==> src/ffea_pkg.sv <==
// Shared constants, types and controller/datapath signal groups for the extent allocator.
package ffea_pkg;

    localparam int MAX_EXTENTS = 64;
    localparam int CW          = $clog2(MAX_EXTENTS + 1);
    localparam int AW          = $clog2(MAX_EXTENTS);
    localparam int DW          = 16;

    localparam logic [DW-1:0] REGION_RESET = 16'd2000;

    localparam logic KIND_ALLOC   = 1'b0;
    localparam logic KIND_RELEASE = 1'b1;

    typedef enum logic [1:0] {
        ST_OK        = 2'd0,
        ST_NO_SPACE  = 2'd1,
        ST_NOT_FOUND = 2'd2,
        ST_FULL      = 2'd3
    } t_status;

    typedef struct packed {
        logic [DW-1:0] ext_start;
        logic [DW-1:0] ext_end;
    } t_extent;

    typedef struct packed {
        logic start;
        logic scan;
        logic load_out;
    } t_cmd;

    typedef struct packed {
        logic finish;
    } t_stat;

endpackage

==> src/ffea_if.sv <==
// Request and response channel interfaces of the extent allocator.
interface ffea_req_if;
    logic        valid;
    logic        ready;
    logic        kind;
    logic [15:0] request_size;
    logic [15:0] release_offset;

    modport source (output valid, kind, request_size, release_offset, input ready);
    modport sink   (input valid, kind, request_size, release_offset, output ready);
endinterface

interface ffea_rsp_if;
    logic        valid;
    logic        ready;
    logic [1:0]  status;
    logic [15:0] granted_offset;

    modport source (output valid, status, granted_offset, input ready);
    modport sink   (input valid, status, granted_offset, output ready);
endinterface

==> src/ffea_ram.sv <==
// Generic single-write, single-read RAM with registered read data.
module ffea_ram #(
    parameter int WIDTH = 32,
    parameter int DEPTH = 64
) (
    input  logic                     i_clk,
    input  logic                     i_we,
    input  logic [$clog2(DEPTH)-1:0] i_wr_addr,
    input  logic [WIDTH-1:0]         i_wr_data,
    input  logic [$clog2(DEPTH)-1:0] i_rd_addr,
    output logic [WIDTH-1:0]         o_rd_data
);

    logic [WIDTH-1:0] r_mem [DEPTH];
    logic [WIDTH-1:0] r_rd_data;

    always_ff @(posedge i_clk) begin
        if (i_we) begin
            r_mem[i_wr_addr] <= i_wr_data;
        end
        r_rd_data <= r_mem[i_rd_addr];
    end

    assign o_rd_data = r_rd_data;

endmodule

==> src/ffea_ctrl.sv <==
// Controller state machine: request acceptance, table walk sequencing and result hand-off.
module ffea_ctrl (
    input  logic          i_clk,
    input  logic          i_rst_n,
    input  logic          i_in_valid,
    output logic          o_in_ready,
    output logic          o_out_valid,
    input  logic          i_out_ready,
    output ffea_pkg::t_cmd o_cmd,
    input  ffea_pkg::t_stat i_stat
);

    typedef enum logic [1:0] {
        S_IDLE,
        S_SCAN,
        S_DONE
    } t_state;

    t_state r_state;
    logic   r_out_valid;
    logic   out_free;

    assign out_free      = !r_out_valid || i_out_ready;
    assign o_in_ready     = (r_state == S_IDLE);
    assign o_out_valid    = r_out_valid;
    assign o_cmd.start    = (r_state == S_IDLE) && i_in_valid;
    assign o_cmd.scan     = (r_state == S_SCAN);
    assign o_cmd.load_out = (r_state == S_DONE) && out_free;

    always_ff @(posedge i_clk) begin
        if (!i_rst_n) begin
            r_state     <= S_IDLE;
            r_out_valid <= 1'b0;
        end else begin
            if ((r_state == S_DONE) && out_free) begin
                r_out_valid <= 1'b1;
            end else if (r_out_valid && i_out_ready) begin
                r_out_valid <= 1'b0;
            end
            unique case (r_state)
                S_IDLE: begin
                    if (i_in_valid) begin
                        r_state <= S_SCAN;
                    end
                end
                S_SCAN: begin
                    if (i_stat.finish) begin
                        r_state <= S_DONE;
                    end
                end
                S_DONE: begin
                    if (out_free) begin
                        r_state <= S_IDLE;
                    end
                end
                default: begin
                    r_state <= S_IDLE;
                end
            endcase
        end
    end

endmodule

==> src/ffea_dp.sv <==
// Datapath: extent table RAM, walk pointer, fit checks, ripple insert and remove, result registers.
module ffea_dp (
    input  logic                        i_clk,
    input  logic                        i_rst_n,
    input  ffea_pkg::t_cmd              i_cmd,
    output ffea_pkg::t_stat             o_stat,
    input  logic                        i_cfg_we,
    input  logic [ffea_pkg::DW-1:0]     i_cfg_data,
    input  logic                        i_kind,
    input  logic [ffea_pkg::DW-1:0]     i_size,
    input  logic [ffea_pkg::DW-1:0]     i_offset,
    output logic [1:0]                  o_status,
    output logic [ffea_pkg::DW-1:0]     o_granted
);

    logic [ffea_pkg::DW-1:0] r_region;
    logic [ffea_pkg::CW-1:0] r_count, n_count;
    logic [ffea_pkg::CW-1:0] r_j, n_j;
    logic                    r_hit, n_hit;
    logic [ffea_pkg::DW-1:0] r_prev_end, n_prev_end;
    ffea_pkg::t_extent       r_carry, n_carry;
    logic                    r_kind;
    logic [ffea_pkg::DW-1:0] r_size;
    logic [ffea_pkg::DW-1:0] r_offset;
    ffea_pkg::t_status       r_res_status, n_res_status;
    logic [ffea_pkg::DW-1:0] r_res_off, n_res_off;
    ffea_pkg::t_status       r_out_status;
    logic [ffea_pkg::DW-1:0] r_out_off;

    logic                    ram_we;
    logic [ffea_pkg::AW-1:0] ram_wr_addr;
    ffea_pkg::t_extent       ram_wr_data;
    logic [ffea_pkg::AW-1:0] ram_rd_addr;
    ffea_pkg::t_extent       ram_rd_data;

    logic                    at_end;
    logic [ffea_pkg::DW:0]   gap;
    logic                    gap_fits;
    logic [ffea_pkg::DW:0]   last_sum;
    logic                    last_fits;
    logic [ffea_pkg::DW-1:0] new_start;
    ffea_pkg::t_extent       new_ext;
    logic                    finish;
    logic [ffea_pkg::CW-1:0] j_inc;
    logic [ffea_pkg::CW-1:0] j_dec;

    ffea_ram #(
        .WIDTH ($bits(ffea_pkg::t_extent)),
        .DEPTH (ffea_pkg::MAX_EXTENTS)
    ) u_ram (
        .i_clk     (i_clk),
        .i_we      (ram_we),
        .i_wr_addr (ram_wr_addr),
        .i_wr_data (ram_wr_data),
        .i_rd_addr (ram_rd_addr),
        .o_rd_data (ram_rd_data)
    );

    assign j_inc       = r_j + ffea_pkg::CW'(1);
    assign j_dec       = r_j - ffea_pkg::CW'(1);
    assign ram_rd_addr = i_cmd.scan ? j_inc[ffea_pkg::AW-1:0] : '0;

    assign at_end    = (r_j == r_count);
    assign gap       = {1'b0, ram_rd_data.ext_start} - {1'b0, r_prev_end};
    assign gap_fits  = !gap[ffea_pkg::DW] && (gap[ffea_pkg::DW-1:0] > r_size);
    assign last_sum  = {1'b0, r_prev_end} + {1'b0, r_size};
    assign last_fits = last_sum < {1'b0, r_region};
    assign new_start = r_prev_end + ffea_pkg::DW'(1);
    assign new_ext   = '{ext_start: new_start, ext_end: last_sum[ffea_pkg::DW-1:0]};

    always_comb begin
        n_count      = r_count;
        n_j          = r_j;
        n_hit        = r_hit;
        n_prev_end   = r_prev_end;
        n_carry      = r_carry;
        n_res_status = r_res_status;
        n_res_off    = r_res_off;
        ram_we       = 1'b0;
        ram_wr_addr  = r_j[ffea_pkg::AW-1:0];
        ram_wr_data  = r_carry;
        finish       = 1'b0;

        if (i_cmd.start) begin
            n_j        = '0;
            n_hit      = 1'b0;
            n_prev_end = '0;
        end else if (i_cmd.scan) begin
            n_j = j_inc;
            if (r_kind == ffea_pkg::KIND_ALLOC) begin
                if (r_size == '0) begin
                    finish       = 1'b1;
                    n_res_status = ffea_pkg::ST_NO_SPACE;
                    n_res_off    = '0;
                end else if (r_count == ffea_pkg::CW'(ffea_pkg::MAX_EXTENTS)) begin
                    finish       = 1'b1;
                    n_res_status = ffea_pkg::ST_FULL;
                    n_res_off    = '0;
                end else if (!r_hit) begin
                    if (!at_end) begin
                        if ((r_j != '0) && gap_fits) begin
                            ram_we      = 1'b1;
                            ram_wr_data = new_ext;
                            n_carry     = ram_rd_data;
                            n_hit       = 1'b1;
                            n_res_off   = new_start;
                        end else begin
                            n_prev_end = ram_rd_data.ext_end;
                        end
                    end else if (last_fits) begin
                        ram_we       = 1'b1;
                        ram_wr_data  = new_ext;
                        n_count      = r_count + ffea_pkg::CW'(1);
                        finish       = 1'b1;
                        n_res_status = ffea_pkg::ST_OK;
                        n_res_off    = new_start;
                    end else begin
                        finish       = 1'b1;
                        n_res_status = ffea_pkg::ST_NO_SPACE;
                        n_res_off    = '0;
                    end
                end else begin
                    ram_we = 1'b1;
                    if (!at_end) begin
                        n_carry = ram_rd_data;
                    end else begin
                        n_count      = r_count + ffea_pkg::CW'(1);
                        finish       = 1'b1;
                        n_res_status = ffea_pkg::ST_OK;
                    end
                end
            end else begin
                if (!r_hit) begin
                    if (at_end || (ram_rd_data.ext_start > r_offset)) begin
                        finish       = 1'b1;
                        n_res_status = ffea_pkg::ST_NOT_FOUND;
                        n_res_off    = '0;
                    end else if (ram_rd_data.ext_start == r_offset) begin
                        n_hit = 1'b1;
                    end
                end else if (!at_end) begin
                    ram_we      = 1'b1;
                    ram_wr_addr = j_dec[ffea_pkg::AW-1:0];
                    ram_wr_data = ram_rd_data;
                end else begin
                    n_count      = r_count - ffea_pkg::CW'(1);
                    finish       = 1'b1;
                    n_res_status = ffea_pkg::ST_OK;
                    n_res_off    = '0;
                end
            end
        end
    end

    always_ff @(posedge i_clk) begin
        if (!i_rst_n) begin
            r_region <= ffea_pkg::REGION_RESET;
            r_count  <= '0;
            r_hit    <= 1'b0;
            r_j      <= '0;
        end else begin
            if (i_cfg_we) begin
                r_region <= i_cfg_data;
            end
            r_count <= n_count;
            r_hit   <= n_hit;
            r_j     <= n_j;
        end
    end

    always_ff @(posedge i_clk) begin
        r_prev_end   <= n_prev_end;
        r_carry      <= n_carry;
        r_res_status <= n_res_status;
        r_res_off    <= n_res_off;
        if (i_cmd.start) begin
            r_kind   <= i_kind;
            r_size   <= i_size;
            r_offset <= i_offset;
        end
        if (i_cmd.load_out) begin
            r_out_status <= r_res_status;
            r_out_off    <= r_res_off;
        end
    end

    assign o_stat.finish = finish;
    assign o_status      = r_out_status;
    assign o_granted     = r_out_off;

endmodule

==> src/first_fit_extent_allocator.sv <==
// Top level of the first-fit extent allocator: controller and datapath joined by command and status.
// One request is in work at a time. A request walks the table one entry per cycle, and a request
// that is rejected up front ends at the first walk step; the result then moves to the output
// register once that register is free, and a new request is taken as soon as the previous result
// sits in the output register. Synchronous reset empties the table and sets region_size to 2000.
module first_fit_extent_allocator (
    input  logic        i_clk,
    input  logic        i_rst_n,
    input  logic        i_cfg_we,
    input  logic [15:0] i_cfg_data,
    ffea_req_if.sink    i_req,
    ffea_rsp_if.source  o_rsp
);

    ffea_pkg::t_cmd  cmd;
    ffea_pkg::t_stat stat;

    ffea_ctrl u_ctrl (
        .i_clk       (i_clk),
        .i_rst_n     (i_rst_n),
        .i_in_valid  (i_req.valid),
        .o_in_ready  (i_req.ready),
        .o_out_valid (o_rsp.valid),
        .i_out_ready (o_rsp.ready),
        .o_cmd       (cmd),
        .i_stat      (stat)
    );

    ffea_dp u_dp (
        .i_clk      (i_clk),
        .i_rst_n    (i_rst_n),
        .i_cmd      (cmd),
        .o_stat     (stat),
        .i_cfg_we   (i_cfg_we),
        .i_cfg_data (i_cfg_data),
        .i_kind     (i_req.kind),
        .i_size     (i_req.request_size),
        .i_offset   (i_req.release_offset),
        .o_status   (o_rsp.status),
        .o_granted  (o_rsp.granted_offset)
    );

endmodule

==> src/flat_wrapper.sv <==
// flat-port wrapper written by rule: the top's interface ports become plain ports
module first_fit_extent_allocator_flat 
  (i_clk, i_rst_n, i_cfg_we, i_cfg_data, i_req_valid, i_req_kind, i_req_request_size, i_req_release_offset, i_req_ready, o_rsp_valid, o_rsp_status, o_rsp_granted_offset, o_rsp_ready);
  ffea_req_if i_req_i ();
  ffea_rsp_if o_rsp_i ();
  input  logic i_clk;
  input  logic i_rst_n;
  input  logic i_cfg_we;
  input  logic [15:0] i_cfg_data;
  input wire logic [$bits(i_req_i.valid)-1:0] i_req_valid;
  input wire logic [$bits(i_req_i.kind)-1:0] i_req_kind;
  input wire logic [$bits(i_req_i.request_size)-1:0] i_req_request_size;
  input wire logic [$bits(i_req_i.release_offset)-1:0] i_req_release_offset;
  output wire logic [$bits(i_req_i.ready)-1:0] i_req_ready;
  output wire logic [$bits(o_rsp_i.valid)-1:0] o_rsp_valid;
  output wire logic [$bits(o_rsp_i.status)-1:0] o_rsp_status;
  output wire logic [$bits(o_rsp_i.granted_offset)-1:0] o_rsp_granted_offset;
  input wire logic [$bits(o_rsp_i.ready)-1:0] o_rsp_ready;
  assign i_req_i.valid = i_req_valid;
  assign i_req_i.kind = i_req_kind;
  assign i_req_i.request_size = i_req_request_size;
  assign i_req_i.release_offset = i_req_release_offset;
  assign i_req_ready = i_req_i.ready;
  assign o_rsp_valid = o_rsp_i.valid;
  assign o_rsp_status = o_rsp_i.status;
  assign o_rsp_granted_offset = o_rsp_i.granted_offset;
  assign o_rsp_i.ready = o_rsp_ready;
  first_fit_extent_allocator u_core (.i_clk(i_clk), .i_rst_n(i_rst_n), .i_cfg_we(i_cfg_we), .i_cfg_data(i_cfg_data), .i_req(i_req_i), .o_rsp(o_rsp_i));
endmodule
==> config.mk <==
export PLATFORM = sky130hd
export DESIGN_NAME = first_fit_extent_allocator_flat
export DESIGN_NICKNAME = d
export VERILOG_FILES = /design/src/ffea_pkg.sv /design/src/ffea_if.sv /design/src/ffea_ram.sv /design/src/ffea_ctrl.sv /design/src/ffea_dp.sv /design/src/first_fit_extent_allocator.sv /design/src/flat_wrapper.sv
export SDC_FILE = /design/constraint.sdc
export NUM_CORES = 2
export LEC_CHECK = 0
export BUFFER_PORTS_ARGS = -buffer_cell sky130_fd_sc_hd__buf_2
export CAP_MARGIN = 10
export CORE_AREA = 2 2 477 479
export DETAILED_ROUTE_END_ITERATION = 7
export DIE_AREA = 0 0 479 481
export GPL_ROUTABILITY_DRIVEN = 0
export SYNTH_ARGS = -nofsm -noshare
export SYNTH_HDL_FRONTEND = slang
export SYNTH_SLANG_ARGS = --single-unit
==> constraint.sdc <==
create_clock -name i_clk -period 8 [get_ports i_clk]
set_input_delay 1.6 -clock i_clk [delete_from_list [all_inputs] [get_ports i_clk]]
set_output_delay 1.6 -clock i_clk [all_outputs]
set_load 0.005 [all_outputs]
==> results list <==
- Of the total power, the share spent switching nets is 23.3%.
- Most used flip-flop cell after synthesis: edfxtp_1
* CTS max path bufs: 3
- The startpoint identified for the worst register-to-register timing path is u_core.u_dp.r_prev_end[1]$_SDFFE_PP0P_.
- The path with the worst hold slack has its endpoint at u_core.u_dp.o_granted[13]$_DFFE_PP_.
- Max-cap violations in this run came to 0.
- The count of cells in the finished layout, fillers not included, comes to 8783.
- From bottom edge to top edge, the die measures 481 um.
* Power per unit of standard cell area: 245 nW/um^2
- Measured against its own limit, the worst slew margin works out to 17.0%.
* Hold Buf Count CTS: 0
- Share of final-layout standard cells stronger than drive strength 1: 17.8%
- The cell family contributing the most delay on the critical path is compound AO/OA/AOI/OAI gates.
- Sequential standard cell area: 66200 um^2
- At the end of the flow, the number of nets in the layout was 5730.
- The worst register-to-register path has a depth of 19.
* Filler cells: 19200
- Once placement finished, the instance area stood at 94700 um^2.
* Share of power burned in combinational logic: 7.4%
- Quantity of gates resized following cts: 0
- Number of buffer and inverter stages on the critical path: 2
- Crit path kind: flop to flop
- Synthesized instance count: 5468
- Time the worst path needs with I/O delays and setup: 6790 ps
- Dividing the final minimum period by the clock period gives 84.8%.
* Nets in the synthesized netlist: 5612
- The number of antenna violations at the first check in global routing is 20.
- Total clock sinks: 2231
- Entering global routing, the biggest net connects 155 pins.
- Ranked by instance count, the synthesized netlist is headed by edfxtp_1, nand2_1, mux4_2, o21ai_0, clkbuf_1.
- In this run, synthesis inferred 2149 flip-flops with an integrated enable.
* DIE WIDTH: 479 um
- The cell sitting at the root of the clock tree is a clkbuf_16.
* Required time worst endpoint: 8680 ps
- Once the floorplan was initialized, standard cells occupied 39.8% of the core.
- Once placement completed, the tool counted placed cells totaling 8374.
- For the worst setup path, the data arrival time is 7470 ps.
- The path class of the tightest hold or removal check is flop to flop.
- After synthesis the cells add up to 89800 um^2.
- Kind of capture point of the worst setup path: flop
- Setup total negative slack on the finished layout was measured at 0 ps.
- The internal portion of the total power is 19.1 mW.
- Drt first pass iters: 5
* Overflow left after global routing: 0
- Per report_power, the clock group accounts for 39.9% of the total.
- Flop and latch count out of synthesis: 2231
- Once the clock tree was built, the setup fixing pass inserted 0 buffers.
- The first global-routing pass estimated 371000 um of wire.
- Most area-hungry cell type in the Yosys netlist: edfxtp_1
- The share of total power dissipated in sequential elements is 52.7%.
- Most repeated cell in the gate-level netlist after synthesis: edfxtp_1
* Async set-or-reset flop fraction in the synthesized netlist: 0%
- Counting stages on the worst path, the most repeated cell is o21ai_0.
* Max Clk Rate: 147 MHz
- Routed length per placed instance: 29.5 um
- Setup violations remaining at the end of the flow were counted as 0.
- Sort of element at the start of the critical path: flop
* Source of the worst hold timing path: u_core.u_dp.r_res_off[13]$_SDFFCE_PP0P_
- Count of endpoints failing hold in the final timing report: 0
- Along the worst path, the maximum fanout reaches 46.
- Reg2reg end: u_core.u_dp.u_ram.r_mem[45][2]$_DFFE_PP_
- Design area: 102000 um^2
- The floorplan has 175 rows.
- Summed over all layers, the routed wires come to 259000 um.
- Max Slew Vio Count: 0
* Average cell area after synthesis: 16.4 um^2
- The first routing iteration left 7671 violations.
* Leakage power figure: 31.9 nW
- In this design, the stage delay of the slowest critical-path cell is 1140 ps.
- Cell variety after synth: 65
- In the final layout, the multi-input gates occupy 22200 um^2.
- After clock tree synthesis, the clock-pin slew on the worst setup and hold paths is 60 ps.
- Inserted Clock Buffers: 219
- The H-tree was split into 4 levels.
- Maximum resistive drop on vdd: 190 uV
- In the post-synthesis netlist, the biggest area contributors are edfxtp_1, mux4_2, nand2_1, o221ai_1, dfxtp_1.
- Port Buffer Count: 73
- The slowest stage of the critical path belongs to the cell a221o_2.
- Number of global-route vias before repair: 51200
- Worst clock skew: 50.7 ps
* Area enclosed by the die boundary: 230000 um^2
- The run finished with clean final reports.
* Sequential fraction of the synthesis area: 73.7%
- Synthesis-to-finish area growth: 13.1%
* Later-pin clock latency in the skew report: 880 ps
- Yosys printed 0 warnings.
- Avg Vias per Cell: 6.00
- For this run, design rule violations remaining after detail routing come to 0.
- Total half-perimeter wirelength after legalization and detailed placement: 150000 um
- Global routing used 22.1% of the available tracks.
- # IOs: 74
- The core region is 226000 um^2.
- Setup repair after global routing left no endpoint under its margin.
- Tightest Pin Transition: 1250 ps
* CTS tree: built
- Across all register-to-register paths, the minimum setup slack is 1210 ps.
- Sw power: 5.79 mW
- Critical path cell sequence: inv_1 > ha_1 > nor2b_1 > o21ai_0 > a21boi_0 > o21ai_0 > a21boi_0 > o21a_1 > o21ai_0 > or3b_2 > ha_1 > and3_1 > nand4_1 > o31ai_1 > a211o_1 > o41ai_1 > nor2_1 > a221o_2 > buf_4
- Worst Hold Depth: 0
- Fraction of synthesized cell area taken by the top area cell type: 71.8%
* Remaining number of nets flagged by the antenna check after routing: 0
- The final route contains 52700 vias.
## per-layer routing
layer | GRT usage [%] | vias to the layer above | wire (um)
met5 | 0 | - | 76
met4 | 8.54 | 8 | 10500
met1 | 31.5 | 27400 | 107000
met2 | 33.6 | 2571 | 117000
li1 | - | 22300 | -
met3 | 4.39 | 417 | 23700
## state kept, by name, indices dropped and copies added, names as in the netlist
| register | flops |
|---|---|
| u_core.u_dp.u_ram.r_mem | 2048 |
| u_core.u_dp.r_carry | 32 |
| u_core.u_dp.u_ram.o_rd_data | 32 |
| u_core.u_dp.o_granted | 16 |
| u_core.u_dp.r_offset | 16 |
| u_core.u_dp.r_prev_end | 16 |
| u_core.u_dp.r_region | 16 |
| u_core.u_dp.r_res_off | 16 |
| u_core.u_dp.r_size | 16 |
| u_core.u_dp.r_count | 7 |
| u_core.u_dp.r_j | 7 |
| u_core.u_ctrl.r_state | 2 |
| u_core.u_dp.o_status | 2 |
| u_core.u_dp.r_res_status | 2 |
| u_core.u_ctrl.o_out_valid | 1 |
| u_core.u_dp.r_hit | 1 |
| u_core.u_dp.r_kind | 1 |
## through the flow
step                      worst slack, ps  power, mW  hold WS (ps)  util, %
after global routing                  861       25.6           428     45.0
after global placement               1350       15.1           405     41.9
after CTS                            1360       25.0           418     45.0
after floorplan                      1020       14.4           400        -
final                                1210       24.9           417     45.0
after detailed placement             1390       15.2           405     41.9
## layout make-up
cell class / instances / share of cell area (%)
Tap cell: 3009 / 3.71
Sequential cell: 2231 / 65.1
Antenna cell: 3 / 0.00739
Inverter: 86 / 0.325
Timing Repair Buffer: 274 / 2.18
Clock buffer: 274 / 5.67
Clock inverter: 132 / 1.11
Multi-Input combinational cell: 2774 / 21.9
## worst reg2reg max path, cell delays in order, from the launching register on
cell	delay, ps
dfxtp_1	480
inv_1	150
ha_1	310
nor2b_1	120
o21ai_0	230
a21boi_0	160
o21ai_0	240
a21boi_0	240
o21a_1	240
o21ai_0	140
or3b_2	450
ha_1	300
and3_1	170
nand4_1	150
o31ai_1	320
a211o_1	290
o41ai_1	130
nor2_1	860
a221o_2	1150
buf_4	430
## cells by family after synthesis
logic type	share of synthesized area [%]
buffers and inverters	2.07
AOI/OAI and AO/OA	8.14
adders and majority gates	1.28
DFF	73.7
muxes	8.47
xor gates and xnor gates	0.605
and+or+nand+nor	5.77
## how the worst max path moves through the flow
stage	start	end	slack (ps)	cells past startpoint
after detailed placement	u_core.u_dp.r_prev_end[1]$_SDFFE_PP0P_	u_core.u_dp.u_ram.r_mem[27][13]$_DFFE_PP_	1390	19
after CTS	u_core.u_dp.r_prev_end[1]$_SDFFE_PP0P_	u_core.u_dp.u_ram.r_mem[28][13]$_DFFE_PP_	1360	19
after global routing	u_core.u_dp.r_prev_end[1]$_SDFFE_PP0P_	u_core.u_dp.u_ram.r_mem[11][2]$_DFFE_PP_	860	19
after global placement	u_core.u_dp.r_prev_end[1]$_SDFFE_PP0P_	u_core.u_dp.u_ram.r_mem[26][13]$_DFFE_PP_	1350	20
final	u_core.u_dp.r_prev_end[1]$_SDFFE_PP0P_	u_core.u_dp.u_ram.r_mem[45][2]$_DFFE_PP_	1210	19
after floorplan	u_core.u_dp.r_prev_end[1]$_SDFFE_PP0P_	u_core.u_dp.u_ram.r_mem[20][0]$_DFFE_PP_	1020	21
## power by group through the flow
stage	logic [mW]	clock network (mW)	registers, mW
global placement	1.80	0	13.3
detailed placement	1.82	0	13.3
floorplan	1.08	0	13.3
finish	1.85	9.92	13.1
CTS	1.83	10.1	13.1
global route	1.97	10.5	13.1
## layout by cell type (no fill, tap or decap), drive strengths merged, types with 6 or more instances in the layout
cell / instances
o21ai: 267
clkinv: 110
nand2b: 9
a21oi: 75
a211oi: 23
a2111oi: 12
o211ai: 17
mux2: 43
o311ai: 13
mux2i: 59
a31oi: 63
clkbuf: 274
inv: 93
nor2: 130
o2111ai: 55
o221a: 18
o21a: 7
mux4: 290
o221ai: 188
nand4: 14
and2: 6
a21o: 20
nor3: 110
xnor2: 46
edfxtp: 2149
nand3: 192
xor2: 16
nand2: 583
bufinv: 12
nor2b: 50
dfxtp: 82
or2: 6
o22ai: 209
nor4: 12
ha: 87
a311oi: 56
a221o: 13
buf: 274
and3: 39
Power figures use the tool's default switching activity.
